File: src/rtl/tmep_pkg.sv
package tmep_pkg;

    // event kinds
    localparam logic [3:0] KIND_INT     = 4'd0;
    localparam logic [3:0] KIND_BYTES   = 4'd1;
    localparam logic [3:0] KIND_STRING  = 4'd2;
    localparam logic [3:0] KIND_ARRAY   = 4'd3;
    localparam logic [3:0] KIND_MAP     = 4'd4;
    localparam logic [3:0] KIND_TAG     = 4'd5;
    localparam logic [3:0] KIND_SPECIAL = 4'd6;
    localparam logic [3:0] KIND_RDERR   = 4'd7;
    localparam logic [3:0] KIND_RESTART = 4'd8;

    // fixed tags
    localparam logic [32:0] TAG_REQ_WRAPPER  = 33'd1000;
    localparam logic [32:0] TAG_RESP_WRAPPER = 33'd2000;
    localparam logic [32:0] TAG_GET          = 33'd1100;
    localparam logic [32:0] TAG_GET_OK       = 33'd2100;
    localparam logic [32:0] TAG_GET_EMPTY    = 33'd2101;

    // register map
    localparam int          CFG_AW         = 4;
    localparam logic [1:0]  REG_ADD        = 2'd0;
    localparam logic [1:0]  REG_ADD_CONT   = 2'd1;
    localparam logic [1:0]  REG_ADD_OK     = 2'd2;
    localparam logic [1:0]  REG_TRAVERSE   = 2'd3;
    localparam logic [31:0] RST_ADD        = 32'd1200;
    localparam logic [31:0] RST_ADD_CONT   = 32'd1201;
    localparam logic [31:0] RST_ADD_OK     = 32'd2200;
    localparam logic [31:0] RST_TRAVERSE   = 32'd2201;

    // field codes
    localparam logic [3:0] FC_NONE       = 4'd0;
    localparam logic [3:0] FC_REQ_ID     = 4'd1;
    localparam logic [3:0] FC_GET_DB     = 4'd2;
    localparam logic [3:0] FC_GET_TBL    = 4'd3;
    localparam logic [3:0] FC_GET_PK     = 4'd4;
    localparam logic [3:0] FC_OK_KEY     = 4'd5;
    localparam logic [3:0] FC_OK_VAL     = 4'd6;
    localparam logic [3:0] FC_ADD_DB     = 4'd7;
    localparam logic [3:0] FC_ADD_TBL    = 4'd8;
    localparam logic [3:0] FC_ADD_KEY    = 4'd9;
    localparam logic [3:0] FC_ADD_VAL    = 4'd10;
    localparam logic [3:0] FC_TRV_ID     = 4'd11;
    localparam logic [3:0] FC_TRV_CIPHER = 4'd12;
    localparam logic [3:0] FC_CON_ID     = 4'd13;
    localparam logic [3:0] FC_CON_CMP    = 4'd14;

    // completed messages
    localparam logic [2:0] DONE_NONE      = 3'd0;
    localparam logic [2:0] DONE_REQ_GET   = 3'd1;
    localparam logic [2:0] DONE_GET_EMPTY = 3'd2;
    localparam logic [2:0] DONE_GET_OK    = 3'd3;
    localparam logic [2:0] DONE_REQ_ADD   = 3'd4;
    localparam logic [2:0] DONE_ADD_OK    = 3'd5;
    localparam logic [2:0] DONE_ADD_TRV   = 3'd6;
    localparam logic [2:0] DONE_ADD_CONT  = 3'd7;

    // errors
    localparam logic [3:0] ERR_NONE        = 4'd0;
    localparam logic [3:0] ERR_INTEGER     = 4'd1;
    localparam logic [3:0] ERR_BYTES       = 4'd2;
    localparam logic [3:0] ERR_STRING      = 4'd3;
    localparam logic [3:0] ERR_WRAP_SIZE   = 4'd4;
    localparam logic [3:0] ERR_ARRAY_SIZE  = 4'd5;
    localparam logic [3:0] ERR_ARRAY       = 4'd6;
    localparam logic [3:0] ERR_MAP_SIZE    = 4'd7;
    localparam logic [3:0] ERR_MAP         = 4'd8;
    localparam logic [3:0] ERR_TAG         = 4'd9;
    localparam logic [3:0] ERR_SPECIAL     = 4'd10;
    localparam logic [3:0] ERR_READER      = 4'd11;

    typedef struct packed {
        logic [31:0] tag_add;
        logic [31:0] tag_add_cont;
        logic [31:0] tag_add_ok;
        logic [31:0] tag_traverse;
    } tag_cfg_t;

    // classified event, front to back
    typedef struct packed {
        logic [3:0]  kind;
        logic [32:0] value;
        logic        v_eq0;
        logic        v_eq2;
        logic        v_eq3;
        logic        v_neg;
        logic        t_req_wrap;
        logic        t_resp_wrap;
        logic        t_get;
        logic        t_add;
        logic        t_cont;
        logic        t_get_empty;
        logic        t_get_ok;
        logic        t_add_ok;
        logic        t_traverse;
    } evt_class_t;

    typedef struct packed {
        logic [3:0]  field_code;
        logic [2:0]  message_done;
        logic [3:0]  error_code;
        logic [31:0] request_id;
        logic [32:0] field_value;
    } result_t;

endpackage

File: src/rtl/tmep_cfg.sv
module tmep_cfg
    import tmep_pkg::*;
(
    input  logic              clk,
    input  logic              rst_n,
    input  logic              psel,
    input  logic              penable,
    input  logic              pwrite,
    input  logic [CFG_AW-1:0] paddr,
    input  logic [31:0]       pwdata,
    output logic [31:0]       prdata,
    output logic              pready,
    output tag_cfg_t          tags
);

    tag_cfg_t   tags_reg;
    logic       wr_en;
    logic [1:0] reg_idx;

    assign pready  = 1'b1;
    assign wr_en   = psel && penable && pwrite;
    assign reg_idx = paddr[CFG_AW-1:2];
    assign tags    = tags_reg;

    always_ff @(posedge clk or negedge rst_n)
    begin
        if (!rst_n)
        begin
            tags_reg.tag_add      <= RST_ADD;
            tags_reg.tag_add_cont <= RST_ADD_CONT;
            tags_reg.tag_add_ok   <= RST_ADD_OK;
            tags_reg.tag_traverse <= RST_TRAVERSE;
        end
        else if (wr_en)
        begin
            unique case (reg_idx)
                REG_ADD:      tags_reg.tag_add      <= pwdata;
                REG_ADD_CONT: tags_reg.tag_add_cont <= pwdata;
                REG_ADD_OK:   tags_reg.tag_add_ok   <= pwdata;
                REG_TRAVERSE: tags_reg.tag_traverse <= pwdata;
                default:      ;
            endcase
        end
    end

    always_comb
    begin
        unique case (reg_idx)
            REG_ADD:      prdata = tags_reg.tag_add;
            REG_ADD_CONT: prdata = tags_reg.tag_add_cont;
            REG_ADD_OK:   prdata = tags_reg.tag_add_ok;
            REG_TRAVERSE: prdata = tags_reg.tag_traverse;
            default:      prdata = '0;
        endcase
    end

endmodule

File: src/rtl/tmep_front.sv
module tmep_front
    import tmep_pkg::*;
(
    input  logic        clk,
    input  logic        rst_n,
    input  logic        push,
    output logic        full,
    input  logic [3:0]  event_kind,
    input  logic [32:0] event_value,
    input  tag_cfg_t    tags,
    output logic        evt_valid,
    output evt_class_t  evt_head,
    input  logic        evt_take
);

    evt_class_t cls;
    evt_class_t q_reg [2];
    logic       wr_ptr_reg;
    logic       rd_ptr_reg;
    logic [1:0] cnt_reg;
    logic [1:0] cnt_next;
    logic       do_push;
    logic       do_pop;

    // a tag register matches only a non-negative value with equal low bits
    function automatic logic tag_match(input logic [32:0] v, input logic [31:0] t);
        tag_match = !v[32] && (v[31:0] == t);
    endfunction

    always_comb
    begin
        cls.kind        = event_kind;
        cls.value       = event_value;
        cls.v_eq0       = (event_value == 33'd0);
        cls.v_eq2       = (event_value == 33'd2);
        cls.v_eq3       = (event_value == 33'd3);
        cls.v_neg       = event_value[32];
        cls.t_req_wrap  = (event_value == TAG_REQ_WRAPPER);
        cls.t_resp_wrap = (event_value == TAG_RESP_WRAPPER);
        cls.t_get       = (event_value == TAG_GET);
        cls.t_get_empty = (event_value == TAG_GET_EMPTY);
        cls.t_get_ok    = (event_value == TAG_GET_OK);
        cls.t_add       = tag_match(event_value, tags.tag_add);
        cls.t_cont      = tag_match(event_value, tags.tag_add_cont);
        cls.t_add_ok    = tag_match(event_value, tags.tag_add_ok);
        cls.t_traverse  = tag_match(event_value, tags.tag_traverse);
    end

    assign full      = (cnt_reg == 2'd2);
    assign evt_valid = (cnt_reg != 2'd0);
    assign evt_head  = q_reg[rd_ptr_reg];
    assign do_push   = push && !full;
    assign do_pop    = evt_take && evt_valid;

    always_comb
    begin
        cnt_next = cnt_reg;
        if (do_push && !do_pop)
            cnt_next = cnt_reg + 2'd1;
        else if (!do_push && do_pop)
            cnt_next = cnt_reg - 2'd1;
    end

    always_ff @(posedge clk or negedge rst_n)
    begin
        if (!rst_n)
        begin
            wr_ptr_reg <= 1'b0;
            rd_ptr_reg <= 1'b0;
            cnt_reg    <= 2'd0;
        end
        else
        begin
            cnt_reg <= cnt_next;
            if (do_push)
                wr_ptr_reg <= !wr_ptr_reg;
            if (do_pop)
                rd_ptr_reg <= !rd_ptr_reg;
        end
    end

    always_ff @(posedge clk)
    begin
        if (do_push)
            q_reg[wr_ptr_reg] <= cls;
    end

endmodule

File: src/rtl/tmep_back.sv
module tmep_back
    import tmep_pkg::*;
(
    input  logic       clk,
    input  logic       rst_n,
    input  logic       evt_valid,
    input  evt_class_t evt_head,
    output logic       evt_take,
    output logic       empty,
    input  logic       pop,
    output result_t    res_head
);

    localparam logic [4:0] S_INIT      = 5'd0;
    localparam logic [4:0] S_RQ_ARR    = 5'd1;
    localparam logic [4:0] S_RQ_ID     = 5'd2;
    localparam logic [4:0] S_RQ_BODY   = 5'd3;
    localparam logic [4:0] S_RS_ARR    = 5'd4;
    localparam logic [4:0] S_RS_ID     = 5'd5;
    localparam logic [4:0] S_RS_BODY   = 5'd6;
    localparam logic [4:0] S_GET_ARR   = 5'd7;
    localparam logic [4:0] S_GET_DB    = 5'd8;
    localparam logic [4:0] S_GET_TBL   = 5'd9;
    localparam logic [4:0] S_GET_PK    = 5'd10;
    localparam logic [4:0] S_ADD_ARR   = 5'd11;
    localparam logic [4:0] S_ADD_DB    = 5'd12;
    localparam logic [4:0] S_ADD_TBL   = 5'd13;
    localparam logic [4:0] S_ADD_MAP   = 5'd14;
    localparam logic [4:0] S_ADD_KEY   = 5'd15;
    localparam logic [4:0] S_ADD_VAL   = 5'd16;
    localparam logic [4:0] S_CON_ARR   = 5'd17;
    localparam logic [4:0] S_CON_ID    = 5'd18;
    localparam logic [4:0] S_CON_CMP   = 5'd19;
    localparam logic [4:0] S_EMPTY_MAP = 5'd20;
    localparam logic [4:0] S_OK_MAP    = 5'd21;
    localparam logic [4:0] S_OK_KEY    = 5'd22;
    localparam logic [4:0] S_OK_VAL    = 5'd23;
    localparam logic [4:0] S_ADDOK_MAP = 5'd24;
    localparam logic [4:0] S_TRV_ARR   = 5'd25;
    localparam logic [4:0] S_TRV_ID    = 5'd26;
    localparam logic [4:0] S_TRV_BYTES = 5'd27;

    logic [4:0]  state_reg;
    logic [4:0]  state_next;
    logic [31:0] req_reg;
    logic [31:0] req_next;
    logic [31:0] pairs_reg;
    logic [31:0] pairs_next;
    logic [31:0] pairs_dec;
    logic [3:0]  fc;
    logic [2:0]  done;
    logic [3:0]  err;
    logic        echo;
    logic        fire;
    result_t     res;

    result_t     rq_reg [2];
    logic        wr_ptr_reg;
    logic        rd_ptr_reg;
    logic [1:0]  cnt_reg;
    logic [1:0]  cnt_next;
    logic        do_pop;

    assign pairs_dec = pairs_reg - 32'd1;
    assign fire      = evt_valid && (cnt_reg != 2'd2);
    assign evt_take  = fire;

    always_comb
    begin
        state_next = state_reg;
        req_next   = req_reg;
        pairs_next = pairs_reg;
        fc         = FC_NONE;
        done       = DONE_NONE;
        err        = ERR_NONE;
        echo       = 1'b0;
        unique case (evt_head.kind)
            KIND_INT:
            begin
                if (state_reg == S_RQ_ID || state_reg == S_RS_ID)
                begin
                    req_next   = evt_head.value[31:0];
                    state_next = (state_reg == S_RQ_ID) ? S_RQ_BODY : S_RS_BODY;
                    fc         = FC_REQ_ID;
                    echo       = 1'b1;
                end
                else if (state_reg == S_GET_PK)
                begin
                    fc = FC_GET_PK; done = DONE_REQ_GET; echo = 1'b1; state_next = S_INIT;
                end
                else if (state_reg == S_TRV_ID)
                begin
                    fc = FC_TRV_ID; echo = 1'b1; state_next = S_TRV_BYTES;
                end
                else if (state_reg == S_CON_ID)
                begin
                    fc = FC_CON_ID; echo = 1'b1; state_next = S_CON_CMP;
                end
                else if (state_reg == S_CON_CMP)
                begin
                    fc = FC_CON_CMP; done = DONE_ADD_CONT; echo = 1'b1; state_next = S_INIT;
                end
                else
                    err = ERR_INTEGER;
            end
            KIND_BYTES:
            begin
                if (state_reg == S_TRV_BYTES)
                begin
                    fc = FC_TRV_CIPHER; done = DONE_ADD_TRV; state_next = S_INIT;
                end
                else
                    err = ERR_BYTES;
            end
            KIND_STRING:
            begin
                if (state_reg == S_GET_DB)
                begin
                    fc = FC_GET_DB; state_next = S_GET_TBL;
                end
                else if (state_reg == S_GET_TBL)
                begin
                    fc = FC_GET_TBL; state_next = S_GET_PK;
                end
                else if (state_reg == S_OK_KEY)
                begin
                    fc = FC_OK_KEY; state_next = S_OK_VAL;
                end
                else if (state_reg == S_ADD_DB)
                begin
                    fc = FC_ADD_DB; state_next = S_ADD_TBL;
                end
                else if (state_reg == S_ADD_TBL)
                begin
                    fc = FC_ADD_TBL; state_next = S_ADD_MAP;
                end
                else if (state_reg == S_ADD_KEY)
                begin
                    fc = FC_ADD_KEY; state_next = S_ADD_VAL;
                end
                else if (state_reg == S_OK_VAL || state_reg == S_ADD_VAL)
                begin
                    fc         = (state_reg == S_OK_VAL) ? FC_OK_VAL : FC_ADD_VAL;
                    pairs_next = pairs_dec;
                    if (pairs_dec == 32'd0)
                    begin
                        done       = (state_reg == S_OK_VAL) ? DONE_GET_OK : DONE_REQ_ADD;
                        state_next = S_INIT;
                    end
                    else
                        state_next = (state_reg == S_OK_VAL) ? S_OK_KEY : S_ADD_KEY;
                end
                else
                    err = ERR_STRING;
            end
            KIND_ARRAY:
            begin
                if (state_reg == S_RQ_ARR || state_reg == S_RS_ARR)
                begin
                    if (evt_head.v_eq2)
                        state_next = (state_reg == S_RQ_ARR) ? S_RQ_ID : S_RS_ID;
                    else
                        err = ERR_WRAP_SIZE;
                end
                else if (state_reg == S_GET_ARR || state_reg == S_ADD_ARR)
                begin
                    if (evt_head.v_eq3)
                        state_next = (state_reg == S_GET_ARR) ? S_GET_DB : S_ADD_DB;
                    else
                        err = ERR_WRAP_SIZE;
                end
                else if (state_reg == S_TRV_ARR || state_reg == S_CON_ARR)
                begin
                    if (evt_head.v_eq2)
                        state_next = (state_reg == S_TRV_ARR) ? S_TRV_ID : S_CON_ID;
                    else
                        err = ERR_ARRAY_SIZE;
                end
                else
                    err = ERR_ARRAY;
            end
            KIND_MAP:
            begin
                if (state_reg == S_EMPTY_MAP || state_reg == S_ADDOK_MAP)
                begin
                    if (evt_head.v_eq0)
                    begin
                        done       = (state_reg == S_EMPTY_MAP) ? DONE_GET_EMPTY : DONE_ADD_OK;
                        state_next = S_INIT;
                    end
                    else
                        err = ERR_MAP_SIZE;
                end
                else if (state_reg == S_OK_MAP || state_reg == S_ADD_MAP)
                begin
                    if (evt_head.v_neg)
                        err = ERR_MAP_SIZE;
                    else if (evt_head.v_eq0)
                    begin
                        // empty counted map closes the message right away
                        pairs_next = 32'd0;
                        done       = (state_reg == S_OK_MAP) ? DONE_GET_OK : DONE_REQ_ADD;
                        state_next = S_INIT;
                    end
                    else
                    begin
                        pairs_next = evt_head.value[31:0];
                        state_next = (state_reg == S_OK_MAP) ? S_OK_KEY : S_ADD_KEY;
                    end
                end
                else
                    err = ERR_MAP;
            end
            KIND_TAG:
            begin
                if (state_reg == S_INIT)
                begin
                    if (evt_head.t_req_wrap)
                        state_next = S_RQ_ARR;
                    else if (evt_head.t_resp_wrap)
                        state_next = S_RS_ARR;
                    else
                        err = ERR_TAG;
                end
                else if (state_reg == S_RQ_BODY)
                begin
                    if (evt_head.t_get)
                        state_next = S_GET_ARR;
                    else if (evt_head.t_add)
                        state_next = S_ADD_ARR;
                    else if (evt_head.t_cont)
                        state_next = S_CON_ARR;
                    else
                        err = ERR_TAG;
                end
                else if (state_reg == S_RS_BODY)
                begin
                    if (evt_head.t_get_empty)
                        state_next = S_EMPTY_MAP;
                    else if (evt_head.t_get_ok)
                        state_next = S_OK_MAP;
                    else if (evt_head.t_add_ok)
                        state_next = S_ADDOK_MAP;
                    else if (evt_head.t_traverse)
                        state_next = S_TRV_ARR;
                    else
                        err = ERR_TAG;
                end
                else
                    err = ERR_TAG;
            end
            KIND_SPECIAL: err = ERR_SPECIAL;
            KIND_RDERR:   err = ERR_READER;
            KIND_RESTART: state_next = S_INIT;
            default:      ;
        endcase
    end

    always_comb
    begin
        res.field_code   = fc;
        res.message_done = done;
        res.error_code   = err;
        res.request_id   = req_next;
        res.field_value  = echo ? evt_head.value : 33'd0;
    end

    always_ff @(posedge clk or negedge rst_n)
    begin
        if (!rst_n)
        begin
            state_reg <= S_INIT;
            req_reg   <= 32'd0;
            pairs_reg <= 32'd0;
        end
        else if (fire)
        begin
            state_reg <= state_next;
            req_reg   <= req_next;
            pairs_reg <= pairs_next;
        end
    end

    // two-entry result queue
    assign empty    = (cnt_reg == 2'd0);
    assign res_head = rq_reg[rd_ptr_reg];
    assign do_pop   = pop && !empty;

    always_comb
    begin
        cnt_next = cnt_reg;
        if (fire && !do_pop)
            cnt_next = cnt_reg + 2'd1;
        else if (!fire && do_pop)
            cnt_next = cnt_reg - 2'd1;
    end

    always_ff @(posedge clk or negedge rst_n)
    begin
        if (!rst_n)
        begin
            wr_ptr_reg <= 1'b0;
            rd_ptr_reg <= 1'b0;
            cnt_reg    <= 2'd0;
        end
        else
        begin
            cnt_reg <= cnt_next;
            if (fire)
                wr_ptr_reg <= !wr_ptr_reg;
            if (do_pop)
                rd_ptr_reg <= !rd_ptr_reg;
        end
    end

    always_ff @(posedge clk)
    begin
        if (fire)
            rq_reg[wr_ptr_reg] <= res;
    end

`ifndef SYNTH
    a_cnt_bound: assert property (@(posedge clk) disable iff (!rst_n)
        cnt_reg != 2'd3)
        else $error("result queue count out of range");

    a_err_holds: assert property (@(posedge clk) disable iff (!rst_n)
        (fire && err != ERR_NONE) |=> $stable(state_reg) && $stable(pairs_reg)
            && $stable(req_reg))
        else $error("state changed on error");

    a_done_init: assert property (@(posedge clk) disable iff (!rst_n)
        (fire && done != DONE_NONE) |=> state_reg == S_INIT)
        else $error("completed message did not return to init");

    a_err_excl: assert property (@(posedge clk) disable iff (!rst_n)
        (fire && err != ERR_NONE) |-> (fc == FC_NONE && done == DONE_NONE && !echo))
        else $error("error item carries field or completion");
`endif

endmodule

File: src/rtl/tagged_message_event_parser_top.sv
// Tagged message event parser.
// Input channel: decoded CBOR events (event_kind, event_value), pushed like
//   a queue write; an item is taken at an edge with push high and full low.
// Result channel: one result item per event (field_code, message_done,
//   error_code, request_id, field_value), read like a queue; the head is
//   valid while empty is low and leaves at an edge with pop high.
// Config: APB registers at 0x0/0x4/0x8/0xC hold the add, add-continue,
//   add-ok and add-traverse tag numbers; write only while the block is idle.
// Path: an accepted event waits in the event queue until the back part takes it;
//   its result is written into the result queue, and the head shows it from there.
// Throughput: one item per cycle while the result queue has room; the grammar
//   register updates once per item in the back part, which is the only serial loop.
// Front part classifies each event (size and tag compares) into a 2-entry
//   queue; back part walks the grammar into a 2-entry result queue.
// Reset: queues empty, grammar at init, request id and pair count zero,
//   tag registers at their defaults.
// Stall: when pop stays low the result queue fills, then the event queue,
//   and full rises after at most four items in flight; nothing is dropped.
module tagged_message_event_parser_top
    import tmep_pkg::*;
(
    input  logic              clk,
    input  logic              rst_n,
    // event input
    input  logic              push,
    output logic              full,
    input  logic [3:0]        event_kind,
    input  logic [32:0]       event_value,
    // result output
    output logic              empty,
    input  logic              pop,
    output logic [3:0]        field_code,
    output logic [2:0]        message_done,
    output logic [3:0]        error_code,
    output logic [31:0]       request_id,
    output logic [32:0]       field_value,
    // configuration
    input  logic              psel,
    input  logic              penable,
    input  logic              pwrite,
    input  logic [CFG_AW-1:0] paddr,
    input  logic [31:0]       pwdata,
    output logic [31:0]       prdata,
    output logic              pready
);

    tag_cfg_t   tags;
    evt_class_t evt_head;
    logic       evt_valid;
    logic       evt_take;
    result_t    res_head;

    tmep_cfg u_cfg (
        .clk     (clk),
        .rst_n   (rst_n),
        .psel    (psel),
        .penable (penable),
        .pwrite  (pwrite),
        .paddr   (paddr),
        .pwdata  (pwdata),
        .prdata  (prdata),
        .pready  (pready),
        .tags    (tags)
    );

    // classification and event queue
    tmep_front u_front (
        .clk         (clk),
        .rst_n       (rst_n),
        .push        (push),
        .full        (full),
        .event_kind  (event_kind),
        .event_value (event_value),
        .tags        (tags),
        .evt_valid   (evt_valid),
        .evt_head    (evt_head),
        .evt_take    (evt_take)
    );

    // grammar walk and result queue
    tmep_back u_back (
        .clk       (clk),
        .rst_n     (rst_n),
        .evt_valid (evt_valid),
        .evt_head  (evt_head),
        .evt_take  (evt_take),
        .empty     (empty),
        .pop       (pop),
        .res_head  (res_head)
    );

    assign field_code   = res_head.field_code;
    assign message_done = res_head.message_done;
    assign error_code   = res_head.error_code;
    assign request_id   = res_head.request_id;
    assign field_value  = res_head.field_value;

endmodule
File: config.mk
export PLATFORM = sky130hd
export DESIGN_NAME = tagged_message_event_parser_top
export DESIGN_NICKNAME = d
export VERILOG_FILES = /design/src/rtl/tmep_pkg.sv /design/src/rtl/tmep_cfg.sv /design/src/rtl/tmep_front.sv /design/src/rtl/tmep_back.sv /design/src/rtl/tagged_message_event_parser_top.sv
export SDC_FILE = /design/constraint.sdc
export NUM_CORES = 1
export LEC_CHECK = 0
export BUFFER_PORTS_ARGS = -buffer_cell sky130_fd_sc_hd__buf_2
export CAP_MARGIN = 10
export CORE_ASPECT_RATIO = 1.5
export CORE_MARGIN = 2
export CORE_UTILIZATION = 65
export DETAILED_ROUTE_END_ITERATION = 10
export PLACE_DENSITY = 0.87
export REMOVE_ABC_BUFFERS = 1
export SLEW_MARGIN = 20
export SYNTH_ARGS = -nofsm -noshare
export SYNTH_HDL_FRONTEND = slang
export SYNTH_SLANG_ARGS = --single-unit
File: constraint.sdc
create_clock -name clk -period 10.6 [get_ports clk]
set_clock_uncertainty 0.15 [all_clocks]
set_input_delay 3.18 -clock clk [delete_from_list [all_inputs] [get_ports clk]]
set_output_delay 3.18 -clock clk [all_outputs]
set_load 0.05 [all_outputs]
==> impl_metrics.env <==
export IMPL_status="completed"
export IMPL_firstDrtPassIters=6
export IMPL_seqCellArea_um2=12660
export IMPL_seqPwrFrac_pct=36.2
export IMPL_r2r_slack_ps=6870
export IMPL_nFillCells=2213
export IMPL_layout_nets=1934
export IMPL_intPower_uw=4773
export IMPL_synth_ff_type="edfxtp_1"
export IMPL_synthAdderAreaFrac_pct=0.2243
export IMPL_slew_viol_final=0
export IMPL_syn_avg_cell_area_um2=12.97
export IMPL_hold_path_endpoint="u_front.cnt_reg[1]$_DFFE_PN0P_"
export IMPL_ant_nets=0
export IMPL_core_area_um2=34060
export IMPL_syn2layout_area_growth_pct=11.62
export IMPL_root_buffer="clkbuf_16"
export IMPL_reg2reg_to="u_back.state_reg[3]$_DFFE_PN0P_"
export IMPL_rr_worst_depth=9
export IMPL_cts_setup_buffers=0
export IMPL_postLayoutCellArea_um2=24900
export IMPL_drive_gt1_share_pct=32.31
export IMPL_floorplan_rows=83
export IMPL_dpl_hpwl_mm=38.52
export IMPL_grt_pass1_vias=15720
export IMPL_grt_start_max_net_pins=77
export IMPL_synth_top_family_by_area="multiplexers"
export IMPL_hp_class="flop to flop"
export IMPL_arrival_ps=5050
export IMPL_maxCapViolCount=0
export IMPL_largest_register_ffs=152
export IMPL_yosys_warnings=0
export IMPL_synth_top_area_cell="edfxtp_1"
export IMPL_relSlewSlack_pct=24.91
export IMPL_netlist_area_um2=22310
export IMPL_port_buffers=187
export IMPL_overflow=0
export IMPL_synth_compound_gate_area_share_pct=7.370
export IMPL_syn_inst=1720
export IMPL_die_height_um=230.9
export IMPL_cts_tree="built"
export IMPL_cts_resized=0
export IMPL_end_kind="output pin"
export IMPL_power_frac_comb_pct=45.0
export IMPL_layout_commonest_cell="edfxtp_1"
export IMPL_viasPerCell=6.576
export IMPL_reg2reg_from="u_front.rd_ptr_reg$_DFFE_PN0P_"
export IMPL_synth_cell_type_count=91
export IMPL_drt_iter0_markers=1331
export IMPL_clkPwrFrac_pct=18.8
export IMPL_final_cell_mix="250 x edfxtp_1, 242 x mux2_2, 186 x buf_2"
export IMPL_ys_ff_latch=455
export IMPL_hold_violations=0
export IMPL_async_flop_share_pct=45.05
export IMPL_synth_mux_area_share_pct=17.11
export IMPL_dp_cells=2232
export IMPL_wl_per_cell_um=24.52
export IMPL_htreeDepth=2
export IMPL_die_w_um=155.3
export IMPL_grt_first_pass_wirelength_mm=87.05
export IMPL_netSwitchingFraction_pct=42.66
export IMPL_finalWirelength_mm=56.60
export IMPL_yosys_area_share_simple_pct=10.00
export IMPL_antenna_found_initial=2
export IMPL_synth_top_cell_area_share_pct=33.65
export IMPL_multi_input_area_um2=9092
export IMPL_synth_area_leaders="edfxtp_1 34%, dfrtp_1 21%, mux2_2 12%"
export IMPL_clkTransAtPathRegs_ps=70
export IMPL_synth_edf_count=250
export IMPL_placedInstanceArea_um2=23470
export IMPL_powerDensity_nw_per_um2=334.3
export IMPL_ir_drop_uv=193.6
export IMPL_clkLatencyLatePin_ps=560
export IMPL_synthXorXnorAreaFrac_pct=5.805
export IMPL_gp_congestion=0.9358
export IMPL_holdCritStartpoint="u_front.cnt_reg[1]$_DFFE_PN0P_"
export IMPL_holdPathStages=1
export IMPL_numCtsBuffers=41
export IMPL_fin_crit_sh_pct=79.03
export IMPL_yosysSeqAreaShare_pct=56.75
export IMPL_clock_path_buffers=3
export IMPL_clock_sinks=455
export IMPL_p_leak_uw=0.009762
export IMPL_drc=0
export IMPL_dieArea_um2=35850
export IMPL_fin_cells=2308
export IMPL_switching_power_uw=3551
export IMPL_grtUsageTotal_pct=31.74
export IMPL_hold_buffers=0
export IMPL_io_pins=191
export IMPL_cp_start_kind="input pin"
export IMPL_min_period_ps=8377
export IMPL_setup_viol=0
export IMPL_initial_core_util_pct=65.49
export IMPL_max_freq_mhz=119.4
export IMPL_crit_type="input pin to output pin"
export IMPL_fin_ws_ps=2223
export IMPL_crit_fanout=19
export IMPL_place_ws_ps=2211
export IMPL_tightest_slew_ps=1126
export IMPL_required_ps=7270
export IMPL_rsz0062_at_grt="no"
export IMPL_setup_tns_ps=0
export IMPL_vias=15180
-- how the worst max path moves through the flow --
stage | from | to | slack [ps] | cells after the start
5_1_grt | paddr[2] | prdata[11] | 2090 | 4
4_1_cts | paddr[2] | prdata[11] | 2180 | 4
3_5_place_dp | paddr[2] | prdata[6] | 2210 | 4
3_3_place_gp | paddr[2] | prdata[6] | 2210 | 4
6_report | paddr[2] | prdata[11] | 2220 | 4
2_1_floorplan | paddr[2] | prdata[0] | 3460 | 1
-- power groups by stage --
| stage | logic (µW) | clock network [µW] | registers [µW] |
|---|---|---|---|
| floorplan | 2720 | 0 | 3030 |
| global placement | 3620 | 0 | 2970 |
| detailed placement | 3710 | 0 | 3030 |
| CTS | 3740 | 1580 | 3000 |
| global route | 3970 | 1640 | 3070 |
| finish | 3750 | 1560 | 3010 |
-- metrics by stage --
stage | utilization (%) | hold slack [ps] | power (µW)
6_report | 73.10 | 354.3 | 8324
5_1_grt | 73.10 | 369.9 | 8690
4_1_cts | 73.08 | 348.1 | 8318
3_5_place_dp | 68.90 | 339.1 | 6732
3_3_place_gp | 68.90 | 331.6 | 6595
2_1_floorplan | - | 310.3 | 5748
-- synthesized netlist by cell type, drive strengths merged (26+ instances only) --
cell and number:
o21ai 58, nand4 26, a21oi 74, nor3 38, nand3 26, nand2 50, nor2 136, mux4 32
clkbuf 75, mux2i 37, xor2 76, mux2 242, nor4 40, xnor2 71, edfxtp 250, dfrtp 187
buf 47
-- critical path, cell delays in order --
cell and delay, ps:
buf_2 520, buf_4 480, mux4_2 600, buf_2 240
-- per-layer routing --
metal,wire [µm],part of all wire (%),up-vias,global-route usage (%)
met5,0,0,-,0
met4,3903,6.9,0,19.78
met3,3594,6.3,184,5.200
met2,29000,51,700,55.24
met1,20100,36,7594,36.51
li1,-,-,6699,-
-- logic make-up after synthesis --
| logic type | count (synthesis) |
|---|---|
| flip-flops | 455 |
| AND/OR/NAND/NOR | 408 |
| multiplexers | 311 |
| AO/OA/AOI/OAI | 251 |
| XOR/XNOR | 147 |
| buffers and inverters | 143 |
| adder cells (fa/ha/maj) | 4 |
| other | 1 |
-- area by class of cell --
cell class / instances / area share (%)
Clock buffer: 52 / 4.572
Sequential cell: 455 / 50.85
Clock inverter: 23 / 1.146
Inverter: 21 / 0.3166
Tap cell: 425 / 2.135
Antenna cell: 1 / 0.01005
Timing Repair Buffer: 209 / 4.457
Multi-Input combinational cell: 1122 / 36.51
(Power assumes the default switching activity.)
